[src/hw/rtl/pcksum_pkg.sv]
// ----------------------------------------------------------------------------
// pcksum_pkg: shared types, constants and CRC helpers
// Holds the queue entry layout, the register map and the byte-wise CRC-32
// step that builds a table entry from the configured polynomial.
// ----------------------------------------------------------------------------
`default_nettype none

package pcksum_pkg;

   // Register map and reset values.
   localparam logic [31:0] POLY_RESET     = 32'h04C1_1DB7;
   localparam int          CSR_ADDR_WIDTH = 3;
   localparam logic        CSR_IDX_POLY   = 1'b0;

   // Depth of the queue between the front and the back part.
   localparam int QUEUE_DEPTH_DEFAULT = 4;

   // Mask used by the front part's byte counter.
   localparam logic [31:0] WORD_MASK = 32'hFFFF_FFFF;

   // One classified request as it travels from the front to the back part.
   typedef struct packed {
      logic [31:0] count;     // byte count of the stream, valid on the last byte
      logic        ovf;       // the stream's byte count has passed 2^32 - 1
      logic        skip;      // this byte does not enter the CRC
      logic        last;      // final byte of the stream
      logic [7:0]  data;      // the byte itself
   } qentry_type;

   // One table entry for the given index, built bit by bit from the polynomial.
   function automatic logic [31:0] table_entry(input logic [7:0] idx,
                                               input logic [31:0] poly);
      logic [31:0] t;
      t = {idx, 24'h0};
      for (int b = 0; b < 8; b++) begin
         if (t[31]) begin
            t = {t[30:0], 1'b0} ^ poly;
         end else begin
            t = {t[30:0], 1'b0};
         end
      end
      return t;
   endfunction

   // One MSB-first CRC step over a single byte.
   function automatic logic [31:0] crc_byte(input logic [31:0] crc,
                                            input logic [7:0]  data,
                                            input logic [31:0] poly);
      logic [7:0] idx;
      idx = crc[31:24] ^ data;
      return {crc[23:0], 8'h00} ^ table_entry(idx, poly);
   endfunction

endpackage

`default_nettype wire

[src/hw/rtl/pcksum_front.sv]
// ----------------------------------------------------------------------------
// pcksum_front: request intake and classification
// Counts the bytes of each stream, tracks count wrap and tags every byte
// with what the back part has to do with it.
// ----------------------------------------------------------------------------
`default_nettype none

module pcksum_front (
   input  wire                     clock,
   input  wire                     reset,
   input  wire                     req_tvalid,
   output logic                    req_tready,
   input  wire  [7:0]              req_tdata,
   input  wire                     req_tlast,
   input  wire                     q_full,
   output logic                    q_push,
   output pcksum_pkg::qentry_type  q_entry
);

   logic [31:0] count_ff, count_in;
   logic        ovf_ff, ovf_in;
   logic        accept;

   assign req_tready = !q_full;
   assign accept     = req_tvalid && req_tready;
   assign q_push     = accept;

   // Classify the byte and advance the stream counters.
   always_comb begin
      count_in      = count_ff;
      ovf_in        = ovf_ff;
      q_entry.data  = req_tdata;
      q_entry.last  = req_tlast;
      q_entry.skip  = 1'b1;
      if (!ovf_ff) begin
         if (count_ff == pcksum_pkg::WORD_MASK) begin
            ovf_in = 1'b1;
         end else begin
            count_in     = count_ff + 32'd1;
            q_entry.skip = 1'b0;
         end
      end
      q_entry.count = count_in;
      q_entry.ovf   = ovf_in;
      // The stream ends here, so the next request starts a fresh one.
      if (req_tlast) begin
         count_in = '0;
         ovf_in   = 1'b0;
      end
   end

   always_ff @(posedge clock) begin
      if (reset) begin
         count_ff <= '0;
         ovf_ff   <= 1'b0;
      end else if (accept) begin
         count_ff <= count_in;
         ovf_ff   <= ovf_in;
      end
   end

endmodule

`default_nettype wire

[src/hw/rtl/pcksum_fifo.sv]
// ----------------------------------------------------------------------------
// pcksum_fifo: short queue between the front and the back part
// A small register-based first-in first-out buffer of classified requests.
// ----------------------------------------------------------------------------
`default_nettype none

module pcksum_fifo #(
   parameter int DEPTH = pcksum_pkg::QUEUE_DEPTH_DEFAULT
) (
   input  wire                     clock,
   input  wire                     reset,
   input  wire                     push,
   input  wire pcksum_pkg::qentry_type push_entry,
   output logic                    full,
   input  wire                     pop,
   output logic                    not_empty,
   output pcksum_pkg::qentry_type  head
);

   localparam int PTR_W = (DEPTH > 1) ? $clog2(DEPTH) : 1;
   localparam int CNT_W = $clog2(DEPTH + 1);
   localparam logic [PTR_W-1:0] LAST_PTR = PTR_W'(DEPTH - 1);
   localparam logic [CNT_W-1:0] FULL_CNT = CNT_W'(DEPTH);

   pcksum_pkg::qentry_type mem_ff [DEPTH];
   logic [PTR_W-1:0] wr_ptr_ff, rd_ptr_ff;
   logic [CNT_W-1:0] cnt_ff;
   logic             do_push, do_pop;

   assign full      = (cnt_ff == FULL_CNT);
   assign not_empty = (cnt_ff != '0);
   assign head      = mem_ff[rd_ptr_ff];
   assign do_push   = push && !full;
   assign do_pop    = pop && not_empty;

   // Pointers and fill level.
   always_ff @(posedge clock) begin
      if (reset) begin
         wr_ptr_ff <= '0;
         rd_ptr_ff <= '0;
         cnt_ff    <= '0;
      end else begin
         if (do_push) begin
            wr_ptr_ff <= (wr_ptr_ff == LAST_PTR) ? '0 : wr_ptr_ff + PTR_W'(1);
         end
         if (do_pop) begin
            rd_ptr_ff <= (rd_ptr_ff == LAST_PTR) ? '0 : rd_ptr_ff + PTR_W'(1);
         end
         if (do_push && !do_pop) begin
            cnt_ff <= cnt_ff + CNT_W'(1);
         end else if (do_pop && !do_push) begin
            cnt_ff <= cnt_ff - CNT_W'(1);
         end
      end
   end

   // Entry storage.
   always_ff @(posedge clock) begin
      if (do_push) begin
         mem_ff[wr_ptr_ff] <= push_entry;
      end
   end

endmodule

`default_nettype wire

[src/hw/rtl/pcksum_back.sv]
// ----------------------------------------------------------------------------
// pcksum_back: CRC engine and result register
// Folds bytes into the CRC, appends the length trailer at the end of a
// stream and presents the checksum in an output register.
// ----------------------------------------------------------------------------
`default_nettype none

module pcksum_back (
   input  wire                     clock,
   input  wire                     reset,
   input  wire  [31:0]             poly,
   input  wire                     q_valid,
   input  wire pcksum_pkg::qentry_type q_head,
   output logic                    q_pop,
   output logic                    rsp_tvalid,
   input  wire                     rsp_tready,
   output logic [63:0]             rsp_tdata,
   output logic                    rsp_tuser
);

   localparam logic [1:0] ST_BYTE  = 2'd0;
   localparam logic [1:0] ST_TRAIL = 2'd1;
   localparam logic [1:0] ST_DONE  = 2'd2;

   logic [1:0]  state_ff, state_in;
   logic [31:0] crc_ff, crc_in;
   logic [31:0] len_ff, len_in;
   logic [31:0] cnt_ff, cnt_in;
   logic        out_valid_ff, out_valid_in;
   logic [63:0] out_data_ff, out_data_in;
   logic        out_ovf_ff, out_ovf_in;
   logic        out_free, load_out;
   logic [7:0]  crc_src;
   logic [31:0] crc_next;

   assign out_free = !out_valid_ff || rsp_tready;

   // One shared byte step: request bytes in ST_BYTE, length bytes otherwise.
   assign crc_src  = (state_ff == ST_BYTE) ? q_head.data : len_ff[7:0];
   assign crc_next = pcksum_pkg::crc_byte(crc_ff, crc_src, poly);

   // Sequencer for the byte stream and the length trailer.
   always_comb begin
      state_in    = state_ff;
      crc_in      = crc_ff;
      len_in      = len_ff;
      cnt_in      = cnt_ff;
      q_pop       = 1'b0;
      load_out    = 1'b0;
      out_data_in = out_data_ff;
      out_ovf_in  = out_ovf_ff;
      case (state_ff)
         ST_BYTE: begin
            if (q_valid) begin
               if (q_head.last && q_head.ovf) begin
                  // Wrapped stream: report the error and start over.
                  if (out_free) begin
                     q_pop       = 1'b1;
                     load_out    = 1'b1;
                     out_data_in = '0;
                     out_ovf_in  = 1'b1;
                     crc_in      = '0;
                  end
               end else begin
                  q_pop = 1'b1;
                  if (!q_head.skip) begin
                     crc_in = crc_next;
                  end
                  if (q_head.last) begin
                     len_in   = q_head.count;
                     cnt_in   = q_head.count;
                     state_in = ST_TRAIL;
                  end
               end
            end
         end
         ST_TRAIL: begin
            crc_in = crc_next;
            len_in = {8'h00, len_ff[31:8]};
            if (len_ff[31:8] == 24'h0) begin
               state_in = ST_DONE;
            end
         end
         ST_DONE: begin
            if (out_free) begin
               load_out    = 1'b1;
               out_data_in = {cnt_ff, ~crc_ff};
               out_ovf_in  = 1'b0;
               crc_in      = '0;
               state_in    = ST_BYTE;
            end
         end
         default: begin
            state_in = ST_BYTE;
         end
      endcase
   end

   // Output register handshake.
   always_comb begin
      out_valid_in = out_valid_ff;
      if (rsp_tready) begin
         out_valid_in = 1'b0;
      end
      if (load_out) begin
         out_valid_in = 1'b1;
      end
   end

   always_ff @(posedge clock) begin
      if (reset) begin
         state_ff     <= ST_BYTE;
         crc_ff       <= '0;
         out_valid_ff <= 1'b0;
      end else begin
         state_ff     <= state_in;
         crc_ff       <= crc_in;
         out_valid_ff <= out_valid_in;
      end
   end

   // Payload registers.
   always_ff @(posedge clock) begin
      len_ff      <= len_in;
      cnt_ff      <= cnt_in;
      out_data_ff <= out_data_in;
      out_ovf_ff  <= out_ovf_in;
   end

   assign rsp_tvalid = out_valid_ff;
   assign rsp_tdata  = out_data_ff;
   assign rsp_tuser  = out_ovf_ff;

endmodule

`default_nettype wire

[src/hw/rtl/posix_cksum_crc32_stream.sv]
// ----------------------------------------------------------------------------
// posix_cksum_crc32_stream: streaming POSIX cksum CRC-32
// Byte stream in, one checksum and length result out per stream.
// ----------------------------------------------------------------------------
// The block takes one byte per cycle into a short queue while it is not full
// and folds one byte per cycle into the CRC in its back part; the single
// byte-wide CRC step there sets the sustained rate of one byte per cycle
// away from stream ends, where the back part folds in one length byte per
// significant byte of the count and loads the result register once the
// output is free, while the front part keeps filling the queue. A stream
// whose byte count passes 2^32 - 1 yields a result with the overflow flag
// set and zero data. The polynomial register takes effect on the next byte.
`default_nettype none

module posix_cksum_crc32_stream #(
   parameter int QUEUE_DEPTH = pcksum_pkg::QUEUE_DEPTH_DEFAULT
) (
   input  wire                                  clock,
   input  wire                                  reset,
   // Request stream.
   input  wire                                  req_tvalid,
   output logic                                 req_tready,
   input  wire  [7:0]                           req_tdata,  // [7:0] data_byte
   input  wire                                  req_tlast,  // is_last
   // Result stream.
   output logic                                 rsp_tvalid,
   input  wire                                  rsp_tready,
   output logic [63:0]                          rsp_tdata,  // [31:0] crc_value,
                                                            // [63:32] byte_count
   output logic                                 rsp_tuser,  // count_overflow
   // Configuration port.
   input  wire                                  csr_psel,
   input  wire                                  csr_penable,
   input  wire                                  csr_pwrite,
   input  wire  [pcksum_pkg::CSR_ADDR_WIDTH-1:0] csr_paddr,
   input  wire  [31:0]                          csr_pwdata,
   output logic [31:0]                          csr_prdata,
   output logic                                 csr_pready
);

   logic [31:0]            poly_ff;
   logic                   q_full, q_push, q_pop, q_valid;
   pcksum_pkg::qentry_type q_entry, q_head;
   logic                   csr_wr;

   // Polynomial register.
   assign csr_pready = 1'b1;
   assign csr_wr     = csr_psel && csr_penable && csr_pwrite && csr_pready;

   always_ff @(posedge clock) begin
      if (reset) begin
         poly_ff <= pcksum_pkg::POLY_RESET;
      end else if (csr_wr && (csr_paddr[2] == pcksum_pkg::CSR_IDX_POLY)) begin
         poly_ff <= csr_pwdata;
      end
   end

   assign csr_prdata = (csr_paddr[2] == pcksum_pkg::CSR_IDX_POLY) ? poly_ff : '0;

   pcksum_front u_front (
      .clock      (clock),
      .reset      (reset),
      .req_tvalid (req_tvalid),
      .req_tready (req_tready),
      .req_tdata  (req_tdata),
      .req_tlast  (req_tlast),
      .q_full     (q_full),
      .q_push     (q_push),
      .q_entry    (q_entry)
   );

   pcksum_fifo #(
      .DEPTH (QUEUE_DEPTH)
   ) u_fifo (
      .clock      (clock),
      .reset      (reset),
      .push       (q_push),
      .push_entry (q_entry),
      .full       (q_full),
      .pop        (q_pop),
      .not_empty  (q_valid),
      .head       (q_head)
   );

   pcksum_back u_back (
      .clock      (clock),
      .reset      (reset),
      .poly       (poly_ff),
      .q_valid    (q_valid),
      .q_head     (q_head),
      .q_pop      (q_pop),
      .rsp_tvalid (rsp_tvalid),
      .rsp_tready (rsp_tready),
      .rsp_tdata  (rsp_tdata),
      .rsp_tuser  (rsp_tuser)
   );

endmodule

`default_nettype wire

[config.mk]
export PLATFORM = sky130hd
export DESIGN_NAME = posix_cksum_crc32_stream
export DESIGN_NICKNAME = d
export VERILOG_FILES = /design/src/hw/rtl/pcksum_pkg.sv /design/src/hw/rtl/pcksum_front.sv /design/src/hw/rtl/pcksum_fifo.sv /design/src/hw/rtl/pcksum_back.sv /design/src/hw/rtl/posix_cksum_crc32_stream.sv
export SDC_FILE = /design/constraint.sdc
export NUM_CORES = 1
export LEC_CHECK = 0
export BUFFER_PORTS_ARGS = -buffer_cell sky130_fd_sc_hd__buf_2
export CAP_MARGIN = 15
export CORE_MARGIN = 2
export CORE_UTILIZATION = 32
export DETAILED_ROUTE_END_ITERATION = 6
export PLACE_DENSITY_LB_ADDON = 0.1
export SLEW_MARGIN = 0
export SYNTH_ARGS = -nofsm -noshare
export SYNTH_HDL_FRONTEND = slang
export SYNTH_SLANG_ARGS = --single-unit
[constraint.sdc]
create_clock -name clock -period 5.25 [get_ports clock]
set_input_delay 0.7875 -clock clock [delete_from_list [all_inputs] [get_ports clock]]
set_output_delay 0.7875 -clock clock [all_outputs]
set_load 0.02 [all_outputs]
Word level (Yosys, flattened, before mapping)
Memories as Yosys holds them, arrays and structs flattened. A register that Yosys moved wholly into a read port is not among the register bits.
Cells that the tools add are included.
- memories kept: 1
- output and inout bits: 100
- word-level logic and storage cells: 131
- register bits: 236
- bits of input ports: 51
- memory bits (writable): 172
- reduce and logical (&&, ||, !) cells: 27
- mux-type cells: 58
- eq/ne operators: 14
- bitwise gates (word level): 13
- add/sub/neg operators: 5
- memory list (memory ; depth ; bits a word ; rd ports ; clocked after memory_dff ; write ports ; line ; text):
    u_fifo.mem_ff ; 4 ; 43 ; 1 ; 1 ; 1 ; pcksum_fifo.sv:25 ; pcksum_pkg::qentry_type mem_ff [DEPTH];
- operators by type and width (kind ; count):
    32-bit two-way mux ; 19
    32-bit bitwise XOR ; 9
    64-bit two-way mux ; 4
    64-bit one-hot mux with 2 select lines ; 1
    32-bit one-hot mux with 3 select lines ; 1
    32-bit one-hot mux with 2 select lines ; 1
    32-bit by 1-bit adder with 32-bit output (second input constant) ; 1
    32-bit == test (second input constant) ; 1
    32-bit NOT ; 1
    24-bit logical NOT ; 1
    2-bit two-way mux ; 9
    1-bit two-way mux ; 17
    5-bit AND reduction ; 2
    1-bit logical AND ; 9
    8-bit two-way mux ; 1
    2-bit by 1-bit inequality test with 1-bit output (second input constant) ; 4
    4-bit AND reduction ; 2
    2-bit nonzero test ; 4
    8-bit bitwise XOR ; 1
    2-bit == test (second input constant) ; 3
    3-bit two-way mux ; 2
    2-bit inequality test (second input constant) ; 3
    2-bit one-hot mux with 3 select lines ; 1
    3-bit nonzero test ; 2
    12 further kinds ; 18

Logic depth before layout (Yosys ltp)
Gate-level depths: netlist of the first run.
- word-level depth: 24
- depth in mapped cells: 21
- mapped depth without buffers: 17

By module
From an unflattened synthesis of the first run, not the netlist that was laid out.
- cell total of the unflattened synthesis: 1946
- area total of the unflattened synthesis: 21757.1 um^2
- modules (own cells, without submodules) (module ; instances ; area an instance (um^2) ; cells an instance ; seq. area each (um^2)):
    pcksum_back ; 1 ; 10836.6 ; 1155 ; 4574.4
    pcksum_fifo ; 1 ; 6705.2 ; 275 ; 5345.1
    pcksum_front ; 1 ; 2587.5 ; 339 ; 660.6
    posix_cksum_crc32_stream ; 1 ; 1627.8 ; 177 ; 640.6

Worst setup path before layout of the first run
No wires, ideal clock.
- path type: register to register
- from: register (tool-made name)
- to: register u_back.out_data_ff[0], in the netlist u_back.rsp_tdata[0] (enable)
- required time: 4740 ps
- library setup time: 510 ps
- setup slack: -311 ps
- path buffers: 3
- period minus slack after synthesis: 5561 ps
- cell stages (with the launch flop): 8
- arrival: 5051 ps
- path through: dfxtp_1 buf_2 buf_1 mux4_2 and2_1 clkbuf_1 nand3_1 a21oi_1
- RTL lines (element ; line ; text):
    end signal, assigned ; pcksum_back.sv:126 ; out_data_ff <= out_data_in;
    end, declared ; pcksum_back.sv:30 ; logic [63:0] out_data_ff, out_data_in;

Worst setup path after layout of the first run
- from: register u_back.state_ff[0]
- to: register u_back.crc_ff[21]
- word-level cells in the longest chain between the ends: 23
- elaborated cells on any way between the ends: 30
- those cells by class: eq/ne (4); mux (13); bitwise (10); reduce/logical (3)
- RTL lines (element ; line ; text):
    start, declared ; pcksum_back.sv:25 ; logic [1:0] state_ff, state_in;
    start signal, assigned ; pcksum_back.sv:116 ; state_ff <= state_in;
    2-bit logical NOT ; pcksum_back.sv:39, pcksum_back.sv:52 ;
    8-bit two-way mux ; pcksum_back.sv:39 ; assign crc_src = (state_ff == ST_BYTE) ? q_head.data : len_ff[7:0];
    8-bit bitwise XOR ; pcksum_pkg.sv:50 ; idx = crc[31:24] ^ data;
    32-bit two-way mux or 32-bit bitwise XOR (tied branches) ; pcksum_pkg.sv:36, pcksum_pkg.sv:37 ;
    32-bit bitwise XOR or 32-bit two-way mux (tied branches) ; pcksum_pkg.sv:37, pcksum_pkg.sv:36 ;
    32-bit two-way mux or 32-bit bitwise XOR (tied branches) ; pcksum_pkg.sv:36, pcksum_pkg.sv:37 ;
    32-bit bitwise XOR or 32-bit two-way mux (tied branches) ; pcksum_pkg.sv:37, pcksum_pkg.sv:36 ;
    32-bit two-way mux or 32-bit bitwise XOR (tied branches) ; pcksum_pkg.sv:36, pcksum_pkg.sv:37 ;
    [7 not listed] ; - ;
    32-bit two-way mux or 32-bit bitwise XOR (tied branches) ; pcksum_pkg.sv:36, pcksum_pkg.sv:37 ;
    32-bit bitwise XOR or 32-bit two-way mux (tied branches) ; pcksum_pkg.sv:37, pcksum_pkg.sv:36 ;
    32-bit two-way mux ; pcksum_pkg.sv:36 ; if (t[31]) begin
    32-bit bitwise XOR ; pcksum_pkg.sv:51 ; return {crc[23:0], 8'h00} ^ table_entry(idx, poly);
    32-bit two-way mux ; pcksum_back.sv:66 ; if (!q_head.skip) begin
    32-bit two-way mux ; pcksum_back.sv:55 ; if (q_head.last && q_head.ovf) begin
    32-bit two-way mux ; pcksum_back.sv:54 ; if (q_valid) begin
    32-bit one-hot mux with 3 select lines ; pcksum_back.sv:52 ; case (state_ff)
    end signal, assigned ; pcksum_back.sv:117 ; crc_ff <= crc_in;
    end, declared ; pcksum_back.sv:26 ; logic [31:0] crc_ff, crc_in;
Several ways; a longest one is shown, not always the timed one. The select of a mux whose other input is x is not followed.
A chain may end at the register's enable or synchronous reset.

==> run_results.csv, run 1 <==
group,metric,value,unit
cells_and_area,drive_above_1_share,0.184,
cells_and_area,fin_cells,3016,
sta,hold_viol,0,
floorplan,core,0.0659,mm²
sta,maxSlewHeadroom,0.315,
cts,hold_buffers,0,
cts,clock-sinks,406,
sta,max_freq,199,MHz
sta,finalClockSkew,0.0412,ns
routing,wl_per_cell,20.6,µm
placed_design,dp_cells,2926,
cells_and_area,final_area,0.0250,mm²
pwr,powerDensity,718,mW/mm²
critical_path,critical_path_arrival,5.55,ns
sta,worst_pin_slew,1.02,ns
cts,cts-buffers-inserted,47,
critical_path,crit_path_max_fanout,16,
min_path,holdPathStages,1,
floorplan,io_pins,151,
placed_design,portBuffers,147,
synth,synth_compound_area_frac,0.0904,
synth,syn_inst,1991,
placed_design,globalplace.congestion,0.820,
synth,synth_top_family_by_area,"simple AND/OR/NAND/NOR gates",
min_path,min_to,"u_fifo.mem_ff[1][4]",
synth,synth_area,0.0213,mm²
placed_design,placed_area,0.0233,mm²
global_route,grt_start_max_net_pins,73,
sta,fin_crit,5.02,ns
synth,synth_area_per_cell,10.7,µm²
min_path,hold_path_class,"input port to register",
cells_and_area,num_antenna_cells,0,
floorplan,die_width,262,µm
job,cap_violations,0,
critical_path,crit-reg2reg-launch,"u_back.state_ff[0]",
cells_and_area,layout.nets,2178,
cts,cts_tree,"built",
synth,syn_nets,2054,
cts,cts-root-buf,"clkbuf_16",
pwr,ir_drop,0.443,mV
global_route,overflow,0,
critical_path,r2r_slack,0.23,ns
global_route,antenna_found_initial,1,
sta,finalMaxSlewViolations,0,
cts,clk_latency,0.63,ns
cts,htree_levels,2,
synth,synth_edf_count,297,
sta,fin_crit_sh,0.957,
global_route,grt_pass1_wl,94100,µm
critical_path,r2r-end,"u_back.crc_ff[21]",
cells_and_area,synthToLayoutAreaGrowth,17.3,%
placed_design,dpl.hpwl,41600,µm
cts,clk_pin_slew,0.06,ns
pwr,leakage,9.35,nW
sta,finalSetupViolations,0,
routing,wirelength,62000,µm
critical_path,cp-start-kind,"register",
cells_and_area,layout_common_cells,"420 x nand2_1, 297 x edfxtp_1, 147 x buf_2",
floorplan,die_y,262,µm
global_route,gr-usage-all-layers,0.180,
cts,clock_tree.buffer_depth,3,
min_path,worstHoldStart,"req_tdata[4]",
synth,synthMuxAreaShare,0.0705,
routing,dr.pass1.iters,5,
synth,synthXorXnorAreaFrac,0.111,
routing,vias_per_cell,5.07,
critical_path,critPathKind,"register to register",
global_route,grt_pass1_vias,14900,
routing,ant_nets,0,
synth,ys_seq_area_frac,0.521,
synth,async_reset_ff_frac,0,
synth,yosysUniqueCellTypes,76,
routing,dr_total_vias,15300,
floorplan,row_count,94,
routing,drc_errors,0,
synth,ys_ff_latch,406,
routing,drt_iter0_markers,1057,
cells_and_area,layout_commonest_cell,"nand2_1",
floorplan,start_util,0.324,
critical_path,cp-end-kind,"register",
synth,ys.flop_type,"edfxtp_1",
critical_path,r2r.worst_path.cells,18,
critical_path,cp.required,5.78,ns
synth,synth-adder-area-share,0.00740,
synth,yosys_warnings,0,
synth,synth-simple-area-share,0.167,
floorplan,die-area,0.0687,mm²
status,status,"finished clean",
-- state kept, by name (all words and copies together) (netlist names), 3 cells and up, named ones only --
name	count
u_fifo.mem_ff	168
u_back.crc_ff	32
u_front.count_ff	32
u_fifo.cnt_ff	3
u_back.len_ff	32
u_back.rsp_tdata	64
u_back.cnt_ff	32
poly_ff	32
-- through the flow --
| step | hold slack, ns | setup slack [ns] | TNS (ns) | power, mW | utilization |
|---|---|---|---|---|---|
| 3_3_place_gp | 0.483 | -0.0639 | -0.408 | 14.5 | 0.353 |
| 6_report | 0.407 | 0.228 | 0 | 17.9 | 0.380 |
| 3_5_place_dp | 0.507 | -0.188 | -2.55 | 14.6 | 0.353 |
| 2_1_floorplan | 0.469 | 0.306 | 0 | 11.8 | - |
| 4_1_cts | 0.373 | 0.00255 | 0 | 18.1 | 0.377 |
| 5_1_grt | 0.393 | -0.0269 | -0.0802 | 19.1 | 0.380 |
-- worst max path at each step --
stage,startpoint,endpoint,slack (ns)
after floorplan,u_back.state_ff[0],u_back.crc_ff[2],0.31
after global placement,u_back.state_ff[0],u_back.crc_ff[23],-0.06
after detailed placement,u_back.state_ff[0],u_back.crc_ff[30],-0.19
after CTS,u_back.state_ff[0],u_back.crc_ff[21],0.003
after global routing,u_back.state_ff[1],u_back.crc_ff[10],-0.03
final,u_back.state_ff[0],u_back.crc_ff[21],0.23
-- cells by family (layout without fill, tap and decap cells) --
| kind of cell | after synthesis | after routing |
|---|---|---|
| compound gates | 296 | 296 |
| xor+xnor | 220 | 220 |
| fa+ha+maj | 12 | 12 |
| buf+inv | 175 | 336 |
| flops | 406 | 406 |
| mux | 98 | 98 |
| other cells | 1 | 1 |
| simple gates | 783 | 783 |
-- synthesized netlist by cell type (13+ instances only) --
library cell  count  area share
inv_1            16      0.0028
and3_1           14      0.0041
edfxtp_1        297        0.42
nand4_1          16      0.0047
nand2_1         420       0.074
nand3b_1         19      0.0067
mux2i_1          48       0.023
a32oi_1          28       0.012
a21oi_1          91       0.021
nor2b_1          36       0.011
nor3_1           17      0.0040
buf_2            13      0.0031
a22oi_1          31       0.011
dfxtp_1         109        0.10
a21o_1           29       0.010
xor2_1           45       0.018
clkbuf_1        118       0.021
o22ai_1          20      0.0059
mux4_2           40       0.042
nand3_1          54       0.013
xnor3_1          29       0.031
nor2_1          113       0.020
xnor2_1         143       0.059
buf_1            20      0.0035
o21ai_0          52       0.012
and2_1           49       0.014
-- cell type report --
type | instances | area, µm²
Clock buffer | 65 | 1270
Clock inverter | 21 | 279
Fill cell | 6493 | 40900
Inverter | 18 | 67.6
Multi-Input combinational cell | 1410 | 9710
Sequential cell | 406 | 11100
Tap cell | 864 | 1080
Timing Repair Buffer | 232 | 1490
-- worst max-delay path, cell delays in order (launching register included) --
cell and delay (ns):
dfxtp_1 0.37, inv_2 0.08, ha_4 0.19, nor2b_2 0.18
and4b_1 0.28, or4_4 0.56, xnor3_1 0.43, nor3b_4 0.29
nor2_2 0.11, xnor2_2 0.37, xnor2_4 0.19, mux2_4 0.32
a221o_1 0.44, buf_12 0.20, nand3_1 0.10, xnor2_1 0.14
xnor3_1 0.47, a21oi_1 0.14, a21o_1 0.09
-- routing by layer --
layer | global-route usage | routed length, µm | up-vias
met1 | 0.240 | 27700 | 7593
met2 | 0.309 | 30400 | 327
met5 | 0 | 0 | -
li1 | - | - | 7305
met4 | 0.0479 | 1340 | 0
met3 | 0.0231 | 2500 | 76
-- report_power, final --
group	switching, mW	internal (mW)
Sequential	0.272	4.15
Combinational	5.20	5.05
Clock	1.37	1.91
-- repair_timing --
| action | 4_1_cts | 5_1_grt |
|---|---|---|
| resized for setup | 5 | 21 |
| setup buffers | 2 | 1 |
| pin swaps | 1 | 3 |
| endpoints found under the setup margin | 30 | 32 |
Note: power is estimated with default switching activity, not from simulation.
==> inputs of run 2 (changes only) <==
--- a/config.mk
+++ b/config.mk
@@ -5,6 +5,7 @@
 export SDC_FILE = /design/constraint.sdc
 export NUM_CORES = 1
 export LEC_CHECK = 0
+export ABC_AREA = 1
 export BUFFER_PORTS_ARGS = -buffer_cell sky130_fd_sc_hd__buf_2
 export CAP_MARGIN = 15
 export CORE_MARGIN = 2
==> run_results.csv, run 2 <==
group,metric,value,unit
cts,cts-buffers-inserted,49,
cts,htree_levels,2,
sta,hold_viol,0,
critical_path,crit_path_max_fanout,30,
floorplan,io_pins,151,
status,status,"finished clean",
min_path,hold_path_class,"input port to register",
sta,hold_slack,0.414,ns
critical_path,cp.required,5.78,ns
cells_and_area,regMostFlops,"u_fifo.mem_ff",
critical_path,cp_slowest_cell,"dfxtp_2",
routing,drt_iter0_markers,1393,
placed_design,placed_area,0.0247,mm²
synth,synth-adder-area-share,0.00682,
global_route,busiest_layer,"met2",
global_route,antenna_found_initial,0,
synth,ys_ff_latch,406,
cts,hold_buffers,0,
placed_design,portBuffers,147,
sta,rsz0062_at_grt,"false",
job,cap_violations,0,
cells_and_area,final_area,0.0264,mm²
sta,final.setup.worst_slack,0.653,ns
cts,clk_latency,0.60,ns
routing,dr.pass1.iters,5,
floorplan,die_y,273,µm
placed_design,globalplace.congestion,0.835,
sta,finalMaxSlewViolations,0,
synth,synthXorXnorAreaFrac,0.0398,
sta,finalClockSkew,0.0208,ns
synth,synth_area,0.0231,mm²
critical_path,critical-path-top-delay-family,"simple AND/OR/NAND/NOR gates",
synth,yosys_warnings,0,
cells_and_area,largest_reg_flops,168,
placed_design,dp_slack,0.276,ns
synth,ys_seq_area_frac,0.480,
synth,ys_top_cells_by_count,"991 x nand2_1, 325 x inv_1, 310 x nor2_1",
sta,max_freq,218,MHz
cells_and_area,synthToLayoutAreaGrowth,14.3,%
sta,fin_crit_sh,0.876,
cells_and_area,drive_above_1_share,0.104,
cts,clock_tree.buffer_depth,3,
floorplan,core,0.0715,mm²
synth,synthMuxAreaShare,0,
synth,yosysUniqueCellTypes,44,
synth,ys.flop_type,"edfxtp_1",
synth,synth_area_per_cell,7.54,µm²
global_route,overflow,0,
sta,finalSetupViolations,0,
cts,cts_tree,"built",
critical_path,critical_path_arrival,5.13,ns
synth,synth_compound_area_frac,0.0888,
synth,syn_nets,3128,
critical_path,cp-start-kind,"register",
floorplan,row_count,98,
global_route,use_met1,0.272,
floorplan,die-area,0.0744,mm²
global_route,met3_usage,0.0242,
cts,clock-sinks,406,
synth,syn_inst,3065,
routing,wirelength,74800,µm
critical_path,cp-end-kind,"register",
synth,synth.most_common_cell,"nand2_1",
critical_path,critPathKind,"register to register",
placed_design,dpl.hpwl,50400,µm
cells_and_area,num_antenna_cells,0,
routing,wl_per_cell,18.1,µm
synth,synth.top_cell.area_share,0.386,
routing,drc_errors,0,
synth,synth_top_cell_by_area,"edfxtp_1",
critical_path,path_buf_inv,4,
cts,clk_pin_slew,0.06,ns
routing,ant_nets,0,
sta,maxSlewHeadroom,0.266,
critical_path,cpPeakStageDelay,0.54,ns
synth,async_reset_ff_frac,0,
synth,synth-simple-area-share,0.293,
global_route,grt_start_max_net_pins,69,
routing,vias_per_cell,4.83,
floorplan,die_width,273,µm
global_route,grt_pass1_vias,19100,
synth,synth_edf_count,297,
synth,synth_top_family_by_area,"simple AND/OR/NAND/NOR gates",
cells_and_area,layout_common_cells,"988 x nand2_1, 325 x inv_1, 305 x nor2_1",
global_route,grt_pass1_wl,115000,µm
cells_and_area,layout_commonest_cell,"nand2_1",
sta,worst_pin_slew,1.10,ns
synth,synth_area_leaders,"edfxtp_1 39%, nand2_1 16%, dfxtp_1 9.4%",
cells_and_area,layout.nets,3206,
global_route,gr-usage-all-layers,0.199,
sta,finalSetupTns,0,ns
global_route,grt_util_met2,0.334,
floorplan,start_util,0.323,
cells_and_area,fillers,7395,
cts,cts-root-buf,"clkbuf_16",
sta,fin_crit,4.60,ns
routing,dr_total_vias,20000,
-- run 2: cell types whose count changed after synthesis, sizes merged, moves of 36 or more --
cell   previous run  this run
and2             49         0
nor2            114       310
nor2b            36         0
mux4             40         0
buf              38        74
xnor2           145        23
nand3            54       274
nand2           420      1008
inv              16       329
o21ai            53       193
mux2i            48         0
a21oi            92       133
-- run 2: worst paths after layout --
| check | from | to | slack (ns) | cells past startpoint |
|---|---|---|---|---|
| hold reg to reg | u_front.count_ff[16] | u_front.count_ff[16] | 0.47 | 2 |
| setup / recovery | register | u_back.crc_ff[11] | 0.65 | 28 |
| setup reg to reg | register | u_back.crc_ff[11] | 0.65 | 28 |
| hold / removal | csr_pwdata[11] | poly_ff[11] | 0.41 | 3 |
-- run 2: layer usage --
layer | up-vias | routed length (µm)
li1 | 10000 | -
met1 | 9384 | 34600
met2 | 463 | 35200
met3 | 91 | 3360
met4 | 0 | 1690
met5 | - | 0
-- run 2: cell families after synthesis --
logic type | count (synthesis)
AO/OA/AOI/OAI | 386
XOR/XNOR | 102
adder cells (fa/ha/maj) | 12
buffers and inverters | 510
flip-flops | 406
other | 1
AND/OR/NAND/NOR | 1648
-- run 2: cell type report --
class	count	area [µm²]	share of cell area
sequential	406	11100	0.420
multi-input combinational	2149	9990	0.378
timing repair buffer	202	1180	0.0446
clock buffer	68	1370	0.0518
inverter	335	1260	0.0477
tap	950	1190	0.0450
clock inverter	23	325	0.0123
-- run 2: tightest hold or removal path, cell delays in order --
cell,delay (ns)
buf_2,0.08
nand2_1,0.04
o211ai_1,0.06
-- run 2: repair_timing --
action                                  4_1_cts  5_1_grt
endpoints found under the setup margin        0       31
setup buffers                                 0        3
hold endpoints to repair                      0        0
resized for setup                             0        5
-- run 2: metrics by stage --
step	std cells	util
global route	4133	0.369
detailed placement	4039	0.345
global placement	4039	0.345
finish	4133	0.369
floorplan	3065	-
CTS	4130	0.369
Power of run 2 is left out: the tool's default activity adds up to more than one toggle a clock period on the data nets, which glitch-free logic cannot reach.
==> inputs of run 3 (changes only) <==
--- a/config.mk
+++ b/config.mk
@@ -9,7 +9,7 @@
 export BUFFER_PORTS_ARGS = -buffer_cell sky130_fd_sc_hd__buf_2
 export CAP_MARGIN = 15
 export CORE_MARGIN = 2
-export CORE_UTILIZATION = 32
+export CORE_UTILIZATION = 45
 export DETAILED_ROUTE_END_ITERATION = 6
 export PLACE_DENSITY_LB_ADDON = 0.1
 export SLEW_MARGIN = 0
==> run_results.csv, run 3 (same netlist as run 2, synthesis figures left out) <==
group,metric,value,unit
floorplan,row_count,83,
placed_design,dp_cells,3760,
cts,cts-root-buf,"clkbuf_16",
min_path,worstHoldStart,"req_tdata[4]",
critical_path,crit_path_max_fanout,30,
sta,finalSetupTns,0,ns
critical_path,cp.required,5.73,ns
cells_and_area,largest_reg_flops,168,
floorplan,core,0.0511,mm²
cts,clk_pin_slew,0.06,ns
cts,cts_setup_buffers,0,
cts,hold_buffers,0,
job,cap_violations,0,
routing,dr_total_vias,20300,
cells_and_area,num_antenna_cells,0,
floorplan,die_width,231,µm
cells_and_area,layout_commonest_cell,"nand2_1",
cells_and_area,drive_above_1_share,0.0977,
critical_path,critPathKind,"register to register",
global_route,grt_start_max_net_pins,73,
routing,met1Wirelength,30900,µm
routing,ant_nets,0,
status,status,"finished clean",
floorplan,die-area,0.0532,mm²
global_route,overflow,0,
placed_design,dpl.hpwl,46600,µm
sta,hold_viol,0,
cells_and_area,layout_common_cells,"989 x nand2_1, 325 x inv_1, 305 x nor2_1",
routing,drt_iter0_markers,1544,
cells_and_area,synthToLayoutAreaGrowth,11.9,%
global_route,grt_pass1_wl,109000,µm
cells_and_area,regMostFlops,"u_fifo.mem_ff",
critical_path,cp_slowest_cell,"dfxtp_2",
cts,htree_levels,2,
global_route,grt_pass1_vias,19300,
cts,clock-sinks,406,
min_path,hold_path_class,"input port to register",
placed_design,globalplace.congestion,0.905,
sta,finalClockSkew,0.0135,ns
critical_path,cp-start-kind,"register",
floorplan,start_util,0.452,
routing,dr.pass1.iters,6,
cells_and_area,layout.nets,3190,
cts,clk_latency,0.59,ns
sta,maxSlewHeadroom,0.252,
routing,route.met2.wl,32600,µm
routing,drc_errors,0,
cts,post_cts_resized,0,
sta,finalMaxSlewViolations,0,
routing,wl_per_cell,18.1,µm
cells_and_area,fin_cells,3843,
critical_path,r2r_slack,0.55,ns
sta,finalSetupViolations,0,
routing,wl_met3,4090,µm
critical_path,cp-end-kind,"register",
sta,fin_crit,4.70,ns
cts,cts-buffers-inserted,45,
sta,worst_pin_slew,1.12,ns
cts,clock_tree.buffer_depth,3,
floorplan,io_pins,151,
routing,vias_per_cell,5.28,
critical_path,path_buf_inv,3,
floorplan,die_y,231,µm
sta,rsz0062_at_grt,"false",
global_route,antenna_found_initial,0,
placed_design,portBuffers,147,
cts,cts_tree,"built",
critical_path,critical_path_arrival,5.19,ns
critical_path,critical-path-top-delay-family,"simple AND/OR/NAND/NOR gates",
sta,max_freq,213,MHz
routing,routed.top_layer,"met4",
critical_path,cpPeakStageDelay,0.55,ns
sta,fin_crit_sh,0.896,
global_route,gr-usage-all-layers,0.263,
routing,wirelength,69700,µm
critical_path,crit_top_cell,"nand3_1",
-- run 3: changes by cell type in the layout (fill, tap and decap cells not counted), moves of 2 or more --
cell	delta
clkinvlp_4	-2
clkinv_1	+3
buf_4	-12
clkbuf_1	-2
clkbuf_8	-2
clkbuf_16	-3
-- run 3: final timing paths --
check                                             to  cells after the start
worst max-delay path               u_back.crc_ff[13]                     27
worst min register to register  u_front.count_ff[16]                      2
worst min-delay path             u_fifo.mem_ff[1][4]                      1
worst max register to register     u_back.crc_ff[13]                     27
-- run 3: metal layers --
metal / vias to the layer above / global-route usage
li1: 10000 / -
met1: 9556 / 0.354
met2: 623 / 0.437
met3: 107 / 0.0326
met4: 0 / 0.0925
met5: - / 0
-- run 3: cell type report --
class	instances	area, µm²
well taps	680	851
multi-input cells	2149	9980
flip-flops and latches	406	11100
clock inverters	22	329
inverters	335	1260
repair buffers	190	1090
fillers	5009	25200
clock buffers	61	1260
-- run 3: worst reg2reg max path: cells and delay by family (launching register included) --
kind / cells / cell delay [ns]
AOI/OAI and AO/OA: 2 / 0.26
xor gates and xnor gates: 1 / 0.19
buffers and inverters: 3 / 0.94
and+or+nand+nor: 21 / 2.67
DFF: 1 / 0.55
-- run 3: metrics by stage --
stage	worst slack, ns	utilization	instance area, µm²	hold slack (ns)
finish	0.545	0.506	25900	0.409
CTS	0.165	0.506	25900	0.384
detailed placement	0.175	0.475	24300	0.473
floorplan	0.366	-	23100	0.445
global placement	0.220	0.475	24300	0.456
global route	0.0675	0.506	25900	0.404
Power of run 3 is left out for the same reason.
